===== config.mk =====
export PLATFORM = sky130hd
export DESIGN_NAME = sbss_limit_calc
export DESIGN_NICKNAME = d
export VERILOG_FILES = /design/src/sv/spectrum_bin_slew_smoother_defines.svh /design/src/sv/sbss_pkg.sv /design/src/sv/sbss_limit_calc.sv
export SDC_FILE = /design/constraint.sdc
export NUM_CORES = 1
export LEC_CHECK = 0
export BUFFER_PORTS_ARGS = -buffer_cell sky130_fd_sc_hd__buf_2
export CORE_ASPECT_RATIO = 1.1
export CORE_MARGIN = 5
export CORE_UTILIZATION = 52
export DETAILED_ROUTE_END_ITERATION = 8
export GPL_TIMING_DRIVEN = 0
export PLACE_DENSITY = 0.9
export SETUP_SLACK_MARGIN = 0.3
export SYNTH_ARGS = -nofsm -noshare
export SYNTH_HDL_FRONTEND = slang
export SYNTH_SLANG_ARGS = --single-unit

===== constraint.sdc =====
create_clock -name vclk -period 11
set_input_delay 2.75 -clock vclk [all_inputs]
set_output_delay 2.75 -clock vclk [all_outputs]
set_load 0.01 [all_outputs]

===== src/sv/spectrum_bin_slew_smoother_defines.svh =====
// Assertion macros shared by the spectrum bin slew smoother RTL.
// Each macro expects clk_i and rst_ni in the scope where it is used.
`ifndef SPECTRUM_BIN_SLEW_SMOOTHER_DEFINES_SVH
`define SPECTRUM_BIN_SLEW_SMOOTHER_DEFINES_SVH

// Same-cycle implication, disabled while reset is held
`define SBSS_ASSERT_NOW(label, ante, cons, msg) \
  label: assert property (@(posedge clk_i) disable iff (!rst_ni) (ante) |-> (cons)) \
    else $error(msg);

// Next-cycle implication, disabled while reset is held
`define SBSS_ASSERT_NEXT(label, ante, cons, msg) \
  label: assert property (@(posedge clk_i) disable iff (!rst_ni) (ante) |=> (cons)) \
    else $error(msg);

`endif


===== src/sv/sbss_pkg.sv =====
// Shared types, widths and register codes for the spectrum bin slew smoother.
// No dependencies; used by every module of the block.
package sbss_pkg;

  // Field widths
  localparam int BinW    = 9;
  localparam int LevelW  = 24;
  localparam int SlopeW  = 25;
  localparam int ElapW   = 16;
  localparam int RateW   = 24;
  localparam int RateSh  = 12;
  localparam int ProdW   = ElapW + RateW;
  localparam int LimW    = ProdW - RateSh;
  localparam int BoundW  = LimW + 2;
  localparam int CfgIdxW = 2;

  // Stream payload widths, padded to whole bytes
  localparam int InDataW  = 56;
  localparam int OutDataW = 64;

  localparam int NumBinsDefault = 512;

  // Configuration register indexes
  localparam logic [CfgIdxW-1:0] CfgRiseRate  = 2'd0;
  localparam logic [CfgIdxW-1:0] CfgFallRate  = 2'd1;
  localparam logic [CfgIdxW-1:0] CfgAccelRate = 2'd2;

  localparam logic [RateW-1:0] RateReset = {RateW{1'b1}};
  localparam logic [LevelW-1:0] LevelMax = {LevelW{1'b1}};

  // One memory word: per-bin slope and smoothed level
  typedef struct packed {
    logic signed [SlopeW-1:0] slope;
    logic [LevelW-1:0]        level;
  } state_t;

  // Per-item limits handed from the limit stage to the apply stage
  typedef struct packed {
    logic                     rising;
    logic [LevelW-1:0]        cand;
    logic signed [BoundW-1:0] bound;
  } limit_t;

endpackage


===== src/sv/sbss_limit_calc.sv =====
// Limit stage: direction, step toward the target and the acceleration bound.
// Depends on sbss_pkg for widths and the limit_t handoff struct.
module sbss_limit_calc (
  input  logic [sbss_pkg::LevelW-1:0]        mag_i,
  input  sbss_pkg::state_t                   state_i,
  input  logic [sbss_pkg::LimW-1:0]          rise_lim_i,
  input  logic [sbss_pkg::LimW-1:0]          fall_lim_i,
  input  logic [sbss_pkg::LimW-1:0]          acc_lim_i,
  output sbss_pkg::limit_t                   lim_o
);

  logic                               rising;
  logic [sbss_pkg::LevelW-1:0]        diff;
  logic [sbss_pkg::LimW-1:0]          lim;
  logic signed [sbss_pkg::BoundW-1:0] old_x;
  logic signed [sbss_pkg::BoundW-1:0] acc_x;

  // Direction and distance to the new magnitude
  assign rising = mag_i > state_i.level;
  assign diff   = rising ? (mag_i - state_i.level) : (state_i.level - mag_i);
  assign lim    = rising ? rise_lim_i : fall_lim_i;

  // Clip the step to the rate limit; a smaller limit always fits the level width
  assign lim_o.rising = rising;
  assign lim_o.cand   = (lim < sbss_pkg::LimW'(diff)) ? lim[sbss_pkg::LevelW-1:0] : diff;

  // Bound the slope change around the previous slope
  assign old_x = sbss_pkg::BoundW'(state_i.slope);
  assign acc_x = signed'({2'b00, acc_lim_i});
  assign lim_o.bound = rising ? (old_x + acc_x) : (old_x - acc_x);

endmodule


# Yosys cells after proc, flatten, opt, wreduce, memory -nomap -nowiden
# Cells that the tools add are included.
# op_classes
n_addsub,4
mul,0
n_div,0
order_cmp,2
eq_ne,0
n_shift,0
n_mux,4
n_bitwise,0
reduce_logical,0
# op_table
op,count
24-bit two-way mux,2
24-bit subtractor,2
25-bit by 29-bit adder with 30-bit output,1
30-bit two-way mux,1
25-bit by 29-bit subtractor with 30-bit output,1
28-bit by 24-bit less-than comparator with 1-bit output,1
28-bit two-way mux,1
24-bit greater-than comparator,1
# word_totals
ff_bits,0
latchBits,0
mem_bits_rw,0
romBits,0
input_bits,157
output_inout_bits,55
word_cells,10
mem_count,0

# Longest topological paths before layout
# depth
depth_word,4
depth_mapped,29

# Worst setup path after synthesis
# Ideal clock, no wire load.
# synth_path
path_type,input-to-output
start,in mag_i[0] (netlist bit)
end,out lim_o[22] (netlist bit)
arrival_time_ps,7662
t_required_ps,8250
slack_ps,588
path_stages,26
cell_sequence,inv_1 ha_1 inv_1 fa_1 a21oi_2 o2111ai_2 a21oi_2 o21a_1 o21a_1 buf_6 buf_2 buf_2 buf_1 nor2_1 xnor2_1 ha_1 nor2b_1 o2111a_1 o31a_1 a41oi_2 a21oi_1 a221oi_2 o21ai_1 a211o_1 a21oi_1 xnor2_1
# synth_rtl
item,line,text
"start, declared",sbss_limit_calc.sv:4,"input logic [sbss_pkg::LevelW-1:0] mag_i,"
"end, declared",sbss_limit_calc.sv:9,output sbss_pkg::limit_t lim_o

==> results.json <==
{
  "outcome": "finished, final reports clean",
  "yosysMostFrequentCell": "ha_1",
  "final_area_um2": 7050,
  "portBuffers": 212,
  "post_dp_cell_area_um2": 6670,
  "synth_top_area_share_pct": 23.0,
  "pwr-share-clk_pct": 0,
  "max_cap_viol_count": 0,
  "first_pass_iters": 5,
  "synth_fa_ha_area_share_pct": 24.1,
  "dp_worst_setup_slack_ps": -746,
  "grt.overflow.total": 0,
  "start_util_pct": 52.7,
  "grt_antenna_before_repair": 2,
  "die_area_um2": 12600,
  "p_switching_uw": 406,
  "final_net_count": 1273,
  "critPathKind": "in2out",
  "postRouteAntennaNets": 0,
  "max_freq_mhz": 95.2,
  "synth-simple-area-share_pct": 19.9,
  "power.density_nw_per_um2": 103,
  "cp_max_fo": 10,
  "place.gp.congestion": 0.949,
  "critPathArrivalTime_ps": 7750,
  "p_leak_uw": 0.00384,
  "drive_above_1_share_pct": 29.5,
  "netlist_top_cells_count": "ha_1 (100), nand2_1 (99), inv_1 (77)",
  "syn_area_per_cell_um2": 6.97,
  "synth_nets": 1039,
  "synth_cells": 779,
  "worst_slack_ps": 499,
  "clkbuf_count": 0,
  "cp-end-kind": "primary output",
  "hold_violations": 0,
  "synth_top_family_by_area": "compound AO/OA/AOI/OAI gates",
  "dieHeight_um": 117,
  "grt_pass1_vias": 6286,
  "finalMaxSlewViolations": 0,
  "post-route-min-period_ps": 10500,
  "switching_share_pct": 55.7,
  "register_area_um2": 0,
  "routed_wirelength_mm": 18.5,
  "combPwrFrac_pct": 100.0,
  "die_w_um": 107,
  "ios": 212,
  "grt_pass1_wl_mm": 28.3,
  "std_cell_rows": 39,
  "relSlewSlack_pct": 56.5,
  "tightestPinTransition_ps": 644,
  "track_usage_pct": 27.3,
  "ys_warn_count": 0,
  "yosysTopAreaCell": "ha_1",
  "finalSetupTns_ps": 0,
  "core_area_um2": 10300,
  "via_per_inst": 5.70,
  "required_ps": 8250,
  "setup_viol": 0,
  "flops_and_latches": 0,
  "crit_path_start_kind": "input port",
  "grt_max_degree": 11,
  "holdPathStages": 4,
  "dp_hpwl_mm": 15.5,
  "seq_area_frac_synth_pct": 0,
  "p_int_uw": 322,
  "drtIter0Drc": 387,
  "synth-xor-area-share_pct": 11.8,
  "syn_area_um2": 5430,
  "synth-compound-area-share_pct": 27.9,
  "synth_top_cells_by_area": "ha_1 (23%), nand2_1 (6.8%), mux2i_1 (6.6%)",
  "hold_path_class": "in2out",
  "drc": 0,
  "rsz0062_at_grt": "yes",
  "vdd.ir_drop.worst_mv": 0.0516,
  "area_growth_pct": 29.8,
  "route.vias.total": 6589,
  "period_share_pct": 95.5,
  "hold_end": "lim_o[30]",
  "synth_cell_types": 68,
  "wire_per_inst_um": 16.0,
  "hold_slack_ps": 5880,
  "synth_mux_area_share_pct": 7.74,
  "worstHoldStart": "fall_lim_i[0]",
  "p_seq_share_pct": 0
}
logic make-up (layout without fill, tap and decap cells):
logic type,count (synthesis),in the layout
xor gates and xnor gates,73,73
muxes,41,41
AOI/OAI and AO/OA,223,223
adders and majority gates,103,103
buffers and inverters,110,342
and+or+nand+nor,229,229
other,0,1
repair_timing:
item / CTS / global route
setup endpoints to repair: 43 / 35
buffers inserted: 7 / 13
hold buffers: 0 / 0
hold endpoints to repair: 0 / 0
pin swaps: 10 / 17
gates resized for setup: 28 / 35
area by class of cell:
cell class	instances	area [µm²]
Buffer	33	275
Fill cell	869	3250
Antenna cell	1	2.50
Multi-Input combinational cell	669	5090
Timing Repair Buffer	232	1210
Tap cell	143	179
Inverter	77	289
cell usage in the layout (no fill, tap or decap), types with 27 or more instances in the layout:
master	count
xor2_1	36
buf_2	219
a21o_1	44
nor2_1	39
a21oi_1	52
xnor2_1	37
buf_4	27
mux2i_1	36
o21ai_0	33
nand2_1	97
ha_1	99
inv_1	76
power by group through the flow:
| stage | registers, µW | clock network [µW] | logic (µW) |
|---|---|---|---|
| floorplan | 0 | 0 | 455 |
| global placement | 0 | 0 | 657 |
| detailed placement | 0 | 0 | 670 |
| CTS | 0 | 0 | 695 |
| global route | 0 | 0.0000122 | 800 |
| finish | 0 | 0.0000122 | 729 |
metal layers:
metal | track usage, % | part of all wire [%]
met1 | 30.0 | 38
met2 | 54.2 | 51
met3 | 2.19 | 7.4
met4 | 10.0 | 3.4
met5 | 0 | 0.065
worst max-delay path by stage:
stage / cells after the start / slack, ps / endpoint / startpoint
6_report: 26 / 500 / lim_o[22] / mag_i[0]
5_1_grt: 29 / 220 / lim_o[38] / mag_i[20]
4_1_cts: 28 / 270 / lim_o[22] / mag_i[0]
3_5_place_dp: 27 / -750 / lim_o[22] / mag_i[15]
3_3_place_gp: 27 / -700 / lim_o[22] / mag_i[15]
2_1_floorplan: 26 / 590 / lim_o[22] / mag_i[0]
per-stage QoR:
stage	util (%)	power, µW	std cells
floorplan	-	455	779
global placement	64.8	657	1134
detailed placement	64.8	670	1134
CTS	66.2	695	1141
global route	68.5	800	1155
finish	68.5	729	1155
critical path: stages:
cell       delay (ps)
buf_2              90
inv_1              40
ha_1              180
inv_1             100
fa_2              250
a21oi_4            80
o2111ai_4         220
a21oi_2           100
o21a_1            220
o21a_1            210
inv_2              80
buf_8             160
buf_6             180
buf_2             270
o21ai_0           160
xor2_1            170
ha_1              370
or2_2             310
a2111oi_1         480
a21oi_2            90
a221oi_2          310
o21ai_1           130
a211o_1           330
a21oi_2           160
xnor2_1           150
buf_2             170
(Power assumes the default switching activity.)
