`src/sv/spectrum_bin_slew_smoother_defines.svh`:
```
// Assertion macros shared by the spectrum bin slew smoother RTL.
// Each macro expects clk_i and rst_ni in the scope where it is used.
`ifndef SPECTRUM_BIN_SLEW_SMOOTHER_DEFINES_SVH
`define SPECTRUM_BIN_SLEW_SMOOTHER_DEFINES_SVH

// Same-cycle implication, disabled while reset is held
`define SBSS_ASSERT_NOW(label, ante, cons, msg) \
  label: assert property (@(posedge clk_i) disable iff (!rst_ni) (ante) |-> (cons)) \
    else $error(msg);

// Next-cycle implication, disabled while reset is held
`define SBSS_ASSERT_NEXT(label, ante, cons, msg) \
  label: assert property (@(posedge clk_i) disable iff (!rst_ni) (ante) |=> (cons)) \
    else $error(msg);

`endif

```
`src/sv/sbss_pkg.sv`:
```
// Shared types, widths and register codes for the spectrum bin slew smoother.
// No dependencies; used by every module of the block.
package sbss_pkg;

  // Field widths
  localparam int BinW    = 9;
  localparam int LevelW  = 24;
  localparam int SlopeW  = 25;
  localparam int ElapW   = 16;
  localparam int RateW   = 24;
  localparam int RateSh  = 12;
  localparam int ProdW   = ElapW + RateW;
  localparam int LimW    = ProdW - RateSh;
  localparam int BoundW  = LimW + 2;
  localparam int CfgIdxW = 2;

  // Stream payload widths, padded to whole bytes
  localparam int InDataW  = 56;
  localparam int OutDataW = 64;

  localparam int NumBinsDefault = 512;

  // Configuration register indexes
  localparam logic [CfgIdxW-1:0] CfgRiseRate  = 2'd0;
  localparam logic [CfgIdxW-1:0] CfgFallRate  = 2'd1;
  localparam logic [CfgIdxW-1:0] CfgAccelRate = 2'd2;

  localparam logic [RateW-1:0] RateReset = {RateW{1'b1}};
  localparam logic [LevelW-1:0] LevelMax = {LevelW{1'b1}};

  // One memory word: per-bin slope and smoothed level
  typedef struct packed {
    logic signed [SlopeW-1:0] slope;
    logic [LevelW-1:0]        level;
  } state_t;

  // Per-item limits handed from the limit stage to the apply stage
  typedef struct packed {
    logic                     rising;
    logic [LevelW-1:0]        cand;
    logic signed [BoundW-1:0] bound;
  } limit_t;

endpackage

```
`src/sv/sbss_rate_mul.sv`:
```
// Rate limit multipliers: elapsed samples times each rate, shifted down.
// Depends on sbss_pkg for widths; results are registered on each request.
module sbss_rate_mul (
  input  logic                             clk_i,
  input  logic                             en_i,
  input  logic [sbss_pkg::ElapW-1:0]       elapsed_i,
  input  logic [sbss_pkg::RateW-1:0]       rise_rate_i,
  input  logic [sbss_pkg::RateW-1:0]       fall_rate_i,
  input  logic [sbss_pkg::RateW-1:0]       accel_rate_i,
  output logic [sbss_pkg::LimW-1:0]        rise_lim_o,
  output logic [sbss_pkg::LimW-1:0]        fall_lim_o,
  output logic [sbss_pkg::LimW-1:0]        acc_lim_o
);

  logic [sbss_pkg::ProdW-1:0] rise_prod, fall_prod, acc_prod;
  logic [sbss_pkg::LimW-1:0]  rise_lim_q, fall_lim_q, acc_lim_q;

  // Three independent 16x24 products
  assign rise_prod = sbss_pkg::ProdW'(elapsed_i) * sbss_pkg::ProdW'(rise_rate_i);
  assign fall_prod = sbss_pkg::ProdW'(elapsed_i) * sbss_pkg::ProdW'(fall_rate_i);
  assign acc_prod  = sbss_pkg::ProdW'(elapsed_i) * sbss_pkg::ProdW'(accel_rate_i);

  // Drop the fraction bits and hold until the next request
  always_ff @(posedge clk_i) begin
    if (en_i) begin
      rise_lim_q <= rise_prod[sbss_pkg::ProdW-1:sbss_pkg::RateSh];
      fall_lim_q <= fall_prod[sbss_pkg::ProdW-1:sbss_pkg::RateSh];
      acc_lim_q  <= acc_prod[sbss_pkg::ProdW-1:sbss_pkg::RateSh];
    end
  end

  assign rise_lim_o = rise_lim_q;
  assign fall_lim_o = fall_lim_q;
  assign acc_lim_o  = acc_lim_q;

endmodule

```
`config.mk`:
```
export PLATFORM = sky130hd
export DESIGN_NAME = sbss_rate_mul
export DESIGN_NICKNAME = d
export VERILOG_FILES = /design/src/sv/spectrum_bin_slew_smoother_defines.svh /design/src/sv/sbss_pkg.sv /design/src/sv/sbss_rate_mul.sv
export SDC_FILE = /design/constraint.sdc
export NUM_CORES = 2
export LEC_CHECK = 0
export BUFFER_PORTS_ARGS = -buffer_cell sky130_fd_sc_hd__clkbuf_2
export CAP_MARGIN = 20
export CORE_MARGIN = 5
export CORE_UTILIZATION = 45
export CTS_CLUSTER_SIZE = 28
export DETAILED_ROUTE_END_ITERATION = 8
export PLACE_DENSITY_LB_ADDON = 0.3
export SLEW_MARGIN = 30
export SYNTH_ARGS = -nofsm -noshare
export SYNTH_HDL_FRONTEND = slang
export SYNTH_SLANG_ARGS = --single-unit
```
`constraint.sdc`:
```
create_clock -name clk_i -period 14.4 [get_ports clk_i]
set_input_delay 2.88 -clock clk_i [delete_from_list [all_inputs] [get_ports clk_i]]
set_output_delay 2.88 -clock clk_i [all_outputs]
set_load 0.1 [all_outputs]
```
### Word-level counts from Yosys, hierarchy flattened

Cells that the tools add are included.

| cells by class | value |
|---|---|
| add/subtract/negate cells | 0 |
| $mul | 3 |
| divide/modulo/power cells | 0 |
| magnitude comparators | 0 |
| equality and inequality tests | 0 |
| shifts and indexed selects | 0 |
| muxes and demuxes | 0 |
| bitwise logic cells | 0 |
| reduce and logical (&&, ||, !) cells | 0 |

Operators with widths:

| kind | count |
|---|---|
| 16-bit by 24-bit multiplier with 40-bit output | 3 |

| word-level totals | value |
|---|---|
| register bits | 84 |
| latch bits | 0 |
| RAM bits | 0 |
| bits in read-only memories | 0 |
| bits of input ports | 90 |
| output and inout port bits | 84 |
| word-level logic and storage cells | 6 |
| memories kept | 0 |

### Depth between registers and ports, before layout

| logic depth | value |
|---|---|
| word-level depth | 1 |
| mapped depth | 25 |
| depth with buffers taken out | 23 |

### Least setup slack after synthesis

Ideal clock, no wire load.

| path | value |
|---|---|
| path type | input port to flip-flop |
| from | input port elapsed_i[1] in the netlist's numbering |
| to | register rise_lim_q (netlist bit rise_lim_o[26]), data pin |
| library setup time | 0.158 ns |
| arrival | 9.008 ns |
| data required time | 14.242 ns |
| slack | 5.234 ns |
| stages | 25 |
| buffers on the path | 3 |
| cells stage by stage | buf_6 -> clkbuf_1 -> clkbuf_1 -> nand2_1 -> fa_1 -> inv_1 -> fa_1 -> inv_1 -> fa_1 -> inv_1 -> fa_1 -> fa_1 -> inv_1 -> fa_1 -> inv_1 -> ha_1 -> a21o_1 -> a21o_1 -> a21o_1 -> a21oi_1 -> o21bai_1 -> o21a_1 -> o41ai_4 -> or4b_1 -> o211ai_1 |

| between the ends | value |
|---|---|
| word-level cells in the longest chain between the ends | 1 |

RTL lines:

| element | RTL line | source |
|---|---|---|
| start, declared | sbss_rate_mul.sv:6 | `input logic [sbss_pkg::ElapW-1:0] elapsed_i,` |
| 16-bit by 24-bit multiplier with 40-bit output | sbss_rate_mul.sv:19 | `assign rise_prod = sbss_pkg::ProdW'(elapsed_i) * sbss_pkg::ProdW'(rise_rate_i);` |
| via rise_prod (one bit) | sbss_rate_mul.sv:15 | `logic [sbss_pkg::ProdW-1:0] rise_prod, fall_prod, acc_prod;` |
| end signal, assigned | sbss_rate_mul.sv:26 | `rise_lim_q <= rise_prod[sbss_pkg::ProdW-1:sbss_pkg::RateSh];` |
| end, declared | sbss_rate_mul.sv:16 | `logic [sbss_pkg::LimW-1:0] rise_lim_q, fall_lim_q, acc_lim_q;` |

The timed path passes the listed nets, and every way through them passes these cells.
A chain may end at the register's enable or synchronous reset.

### Worst setup path after layout

| path | value |
|---|---|
| from | input port elapsed_i[8] in the netlist's numbering |
| to | register rise_lim_q (netlist bit rise_lim_o[27]), data pin |

Same word-level chain as after synthesis.

==> impl_summary.md <==
Floorplanning
The die covers 90,900 µm². The die outline width is 301 µm. The initial utilization of the core area, before any placement, comes to 45.5%. The top-level port count is 174. The die is 301 µm tall. The total area inside the core boundary comes to 84,000 µm². The number of rows created at floorplan is 106.

Clock network
The clock net sink count is 84. The cell at the root of the clock tree is sky130_fd_sc_hd__clkbuf_16. The H-tree was split into 3 levels. Clock-pin slew was measured on the worst setup and hold paths at 0.07 ns.

The longest clock path from root to sink contains 2 buffers. The number of buffers added by the clock tree synthesis step is 9. TritonCTS built the clock tree.

For this design, the CTS-stage hold fixing added 0 buffers. The number of gates given a new drive strength after cts is 0. The number of buffers added for setup after CTS is 0.

Detailed routing
After the first detailed-routing iteration, the DRC count stood at 1,266. The total wire length after detailed routing is 96.9 mm. The remaining antenna violation count after routing is 0.

The routed wirelength normalized by instance count is 18.2 µm. Detailed routing inserted a total of 27,300 vias. The number of search-and-repair iterations in the first detailed-routing pass is 7. Using the TritonRoute via totals, the vias-per-cell ratio works out to 5.13. The post-detailed-route DRC marker count is 0.

Global route
The global routing usage summed across all routing layers is 22.4%. Global routing finished with a remaining overflow of 0. The number of antenna violations at the first check in global routing is 2.

The first global-routing pass estimated 161 mm of wire. The via count of the first global-routing pass is 30,200. The maximum number of pins on one net before global-route repair is 73.

Timing
The shortest clock period the worst path allows after layout is 10.03 ns. Hold is met by 2.97 ns. The final critical path takes up 69.6% of the cycle. The number of endpoints with negative hold slack in the final report is 0. Timing would allow up to 99.7 MHz. The total setup violations reported at the end of the flow is 0. The worst slew slack as a fraction of its limit is 35.0%.

The final count of pins violating max slew came to 0. Setup repair after global routing left no endpoint under its margin. At the pin with the least slew margin, the transition time is 0.951 ns. The total negative slack for setup checks is 0 ns.

Cells and area
The fill cell instance count of the final layout is 8,058. Relative to the synthesized area, the layout overhead comes to 5.18%. The number of antenna repair diodes is 0.

For this run, the post-layout net count is 5,523. The post-route core utilization is 47.9%. Cells with a size suffix above 1 make up 5.24% of the layout.

Hold path
Along the worst hold path, the cell count comes to 1. In this run the most critical hold path is launched from en_i. The worst hold path belongs to the class input port to register. The end point of the worst hold path is acc_lim_o[0].

Status
The flow ran to the end, and the final reports show no timing, DRC or antenna violations.

Synthesis
The number of synthesized register bits is 84. During synthesis, Yosys emitted a total of 0 warnings. Counting every net in the synthesized netlist gives 5,522. The cell area that synthesis handed to floorplanning was 38,200 µm².

Synthesis produced a netlist whose cell count is 4,190. The synthesized netlist contains 56 unique library cells. Sequential cells were found to cover 6.60% of the synthesized design area. The most used flip-flop cell after synthesis is sky130_fd_sc_hd__edfxtp_1.

The async set-reset flop share out of synthesis is 0%. Counting flops with a built-in enable in the synthesized netlist gives 84. The synthesized area per cell is 9.12 µm².

Setup path
STA classifies the critical path startpoint as an input port. STA puts the critical path data required time at 14.54 ns. The slowest stage cell on the critical path is sky130_fd_sc_hd__buf_4. The critical setup path kind is input port to register. The largest single stage delay on the critical path is 0.66 ns. The endpoint type of the worst setup path is a register. The critical path starts at elapsed_i[8]. For the worst setup path, the data arrival time is 10.17 ns. Traced cell by cell, the critical path runs through clkbuf_2 > buf_4 > nand2_1 > fa_1 > inv_1 > fa_1 > fa_1 > fa_1 > fa_1 > inv_1 > fa_1 > inv_1 > ha_1 > a21o_1 > a21o_1 > a21oi_1 > o2111ai_1 > and2_1 > a211o_1 > a31o_2 > a211oi_1 > xnor2_1.

The peak fanout along the critical path is 44. The cell that appears most often on the critical path is sky130_fd_sc_hd__fa_1.

Job
The total of max-cap violations is 0.

Placed design
During placement, the flow inserted port buffers numbering 173. The detailed placer's ending HPWL is 73.9 mm. The congestion estimate from routability-driven global placement came to 0.843.
routing by layer:
layer	wire length [µm]	GRT usage, %	part of all wire [%]
met1	41300	30.2	43
met2	48300	38.7	50
met3	5320	2.92	5.5
met4	1990	5.14	2.1
met5	0	0	0
worst max-delay path by stage:
stage / to / cells after the start
after floorplan: rise_lim_o[26] / 25
after CTS: rise_lim_o[27] / 22
after global placement: rise_lim_o[27] / 22
after detailed placement: rise_lim_o[27] / 22
final: rise_lim_o[27] / 22
after global routing: rise_lim_o[27] / 22
sequential cells by signal, summed over array words and instances, names as in the netlist:
signal      count
rise_lim_o     28
acc_lim_o      28
fall_lim_o     28
critical path: cells and delay by family:
kind	cells	cell delay, ns
buffers and inverters	5	1.40
AO/OA/AOI/OAI	7	1.87
AND/OR/NAND/NOR	2	0.43
adder cells (fa/ha/maj)	7	3.46
XOR/XNOR	1	0.11
synthesized netlist by cell type, types with 10 or more instances:
master	n	area, µm²
sky130_fd_sc_hd__a21o_1	60	450
sky130_fd_sc_hd__inv_1	1015	3810
sky130_fd_sc_hd__o21a_1	11	82.6
sky130_fd_sc_hd__xnor2_1	56	490
sky130_fd_sc_hd__nor3_1	10	50.1
sky130_fd_sc_hd__edfxtp_1	84	2520
sky130_fd_sc_hd__and2_1	467	2920
sky130_fd_sc_hd__o21bai_1	14	105
sky130_fd_sc_hd__xor2_1	30	263
sky130_fd_sc_hd__a21oi_1	73	365
sky130_fd_sc_hd__o21ai_0	35	175
sky130_fd_sc_hd__clkbuf_1	203	762
sky130_fd_sc_hd__nand3_1	18	90.1
sky130_fd_sc_hd__nand4_1	16	100
sky130_fd_sc_hd__nand2_1	714	2680
sky130_fd_sc_hd__ha_1	327	4090
sky130_fd_sc_hd__a31oi_1	10	62.6
sky130_fd_sc_hd__fa_1	915	18300
sky130_fd_sc_hd__nor2_1	47	176
placed cells by master, fill, tap and decap left out, types with 35 or more instances in the layout:
cell                       count
sky130_fd_sc_hd__a21o_1       60
sky130_fd_sc_hd__nor2_1       47
sky130_fd_sc_hd__o21ai_0      35
sky130_fd_sc_hd__fa_1        915
sky130_fd_sc_hd__inv_1      1015
sky130_fd_sc_hd__nand2_1     714
sky130_fd_sc_hd__ha_1        327
sky130_fd_sc_hd__and2_1      467
sky130_fd_sc_hd__xnor2_1      56
sky130_fd_sc_hd__clkbuf_2    172
sky130_fd_sc_hd__edfxtp_1     84
sky130_fd_sc_hd__a21oi_1      73
cell families (layout without fill, tap and decap cells):
group	count (synthesis)	in the layout	synth area share (%)
buf+inv	1219	1225	12.0
flops	84	84	6.60
xor+xnor	86	86	1.97
compound gates	257	257	4.50
fa+ha+maj	1242	1242	58.6
simple gates	1302	1302	16.3
cell type report:
| type | count | area (µm²) | area share (%) |
|---|---|---|---|
| flip-flops and latches | 84 | 2520 | 6.27 |
| clock buffers | 9 | 225 | 0.560 |
| well taps | 1134 | 1420 | 3.53 |
| inverters | 1015 | 3810 | 9.48 |
| multi-input cells | 2887 | 31100 | 77.4 |
| clock inverters | 7 | 82.6 | 0.205 |
| repair buffers | 194 | 1030 | 2.55 |
through the flow:
stage | instance area [µm²] | std cells | worst slack [ns]
2_1_floorplan | 38200 | 4190 | 5.23
3_3_place_gp | 39900 | 5314 | 4.17
3_5_place_dp | 39900 | 5314 | 4.03
4_1_cts | 40200 | 5330 | 4.49
5_1_grt | 40200 | 5330 | 4.13
6_report | 40200 | 5330 | 4.37
Power is not shown: default switching activity piles up to over one toggle a cycle in this logic, so the estimate is an artifact.
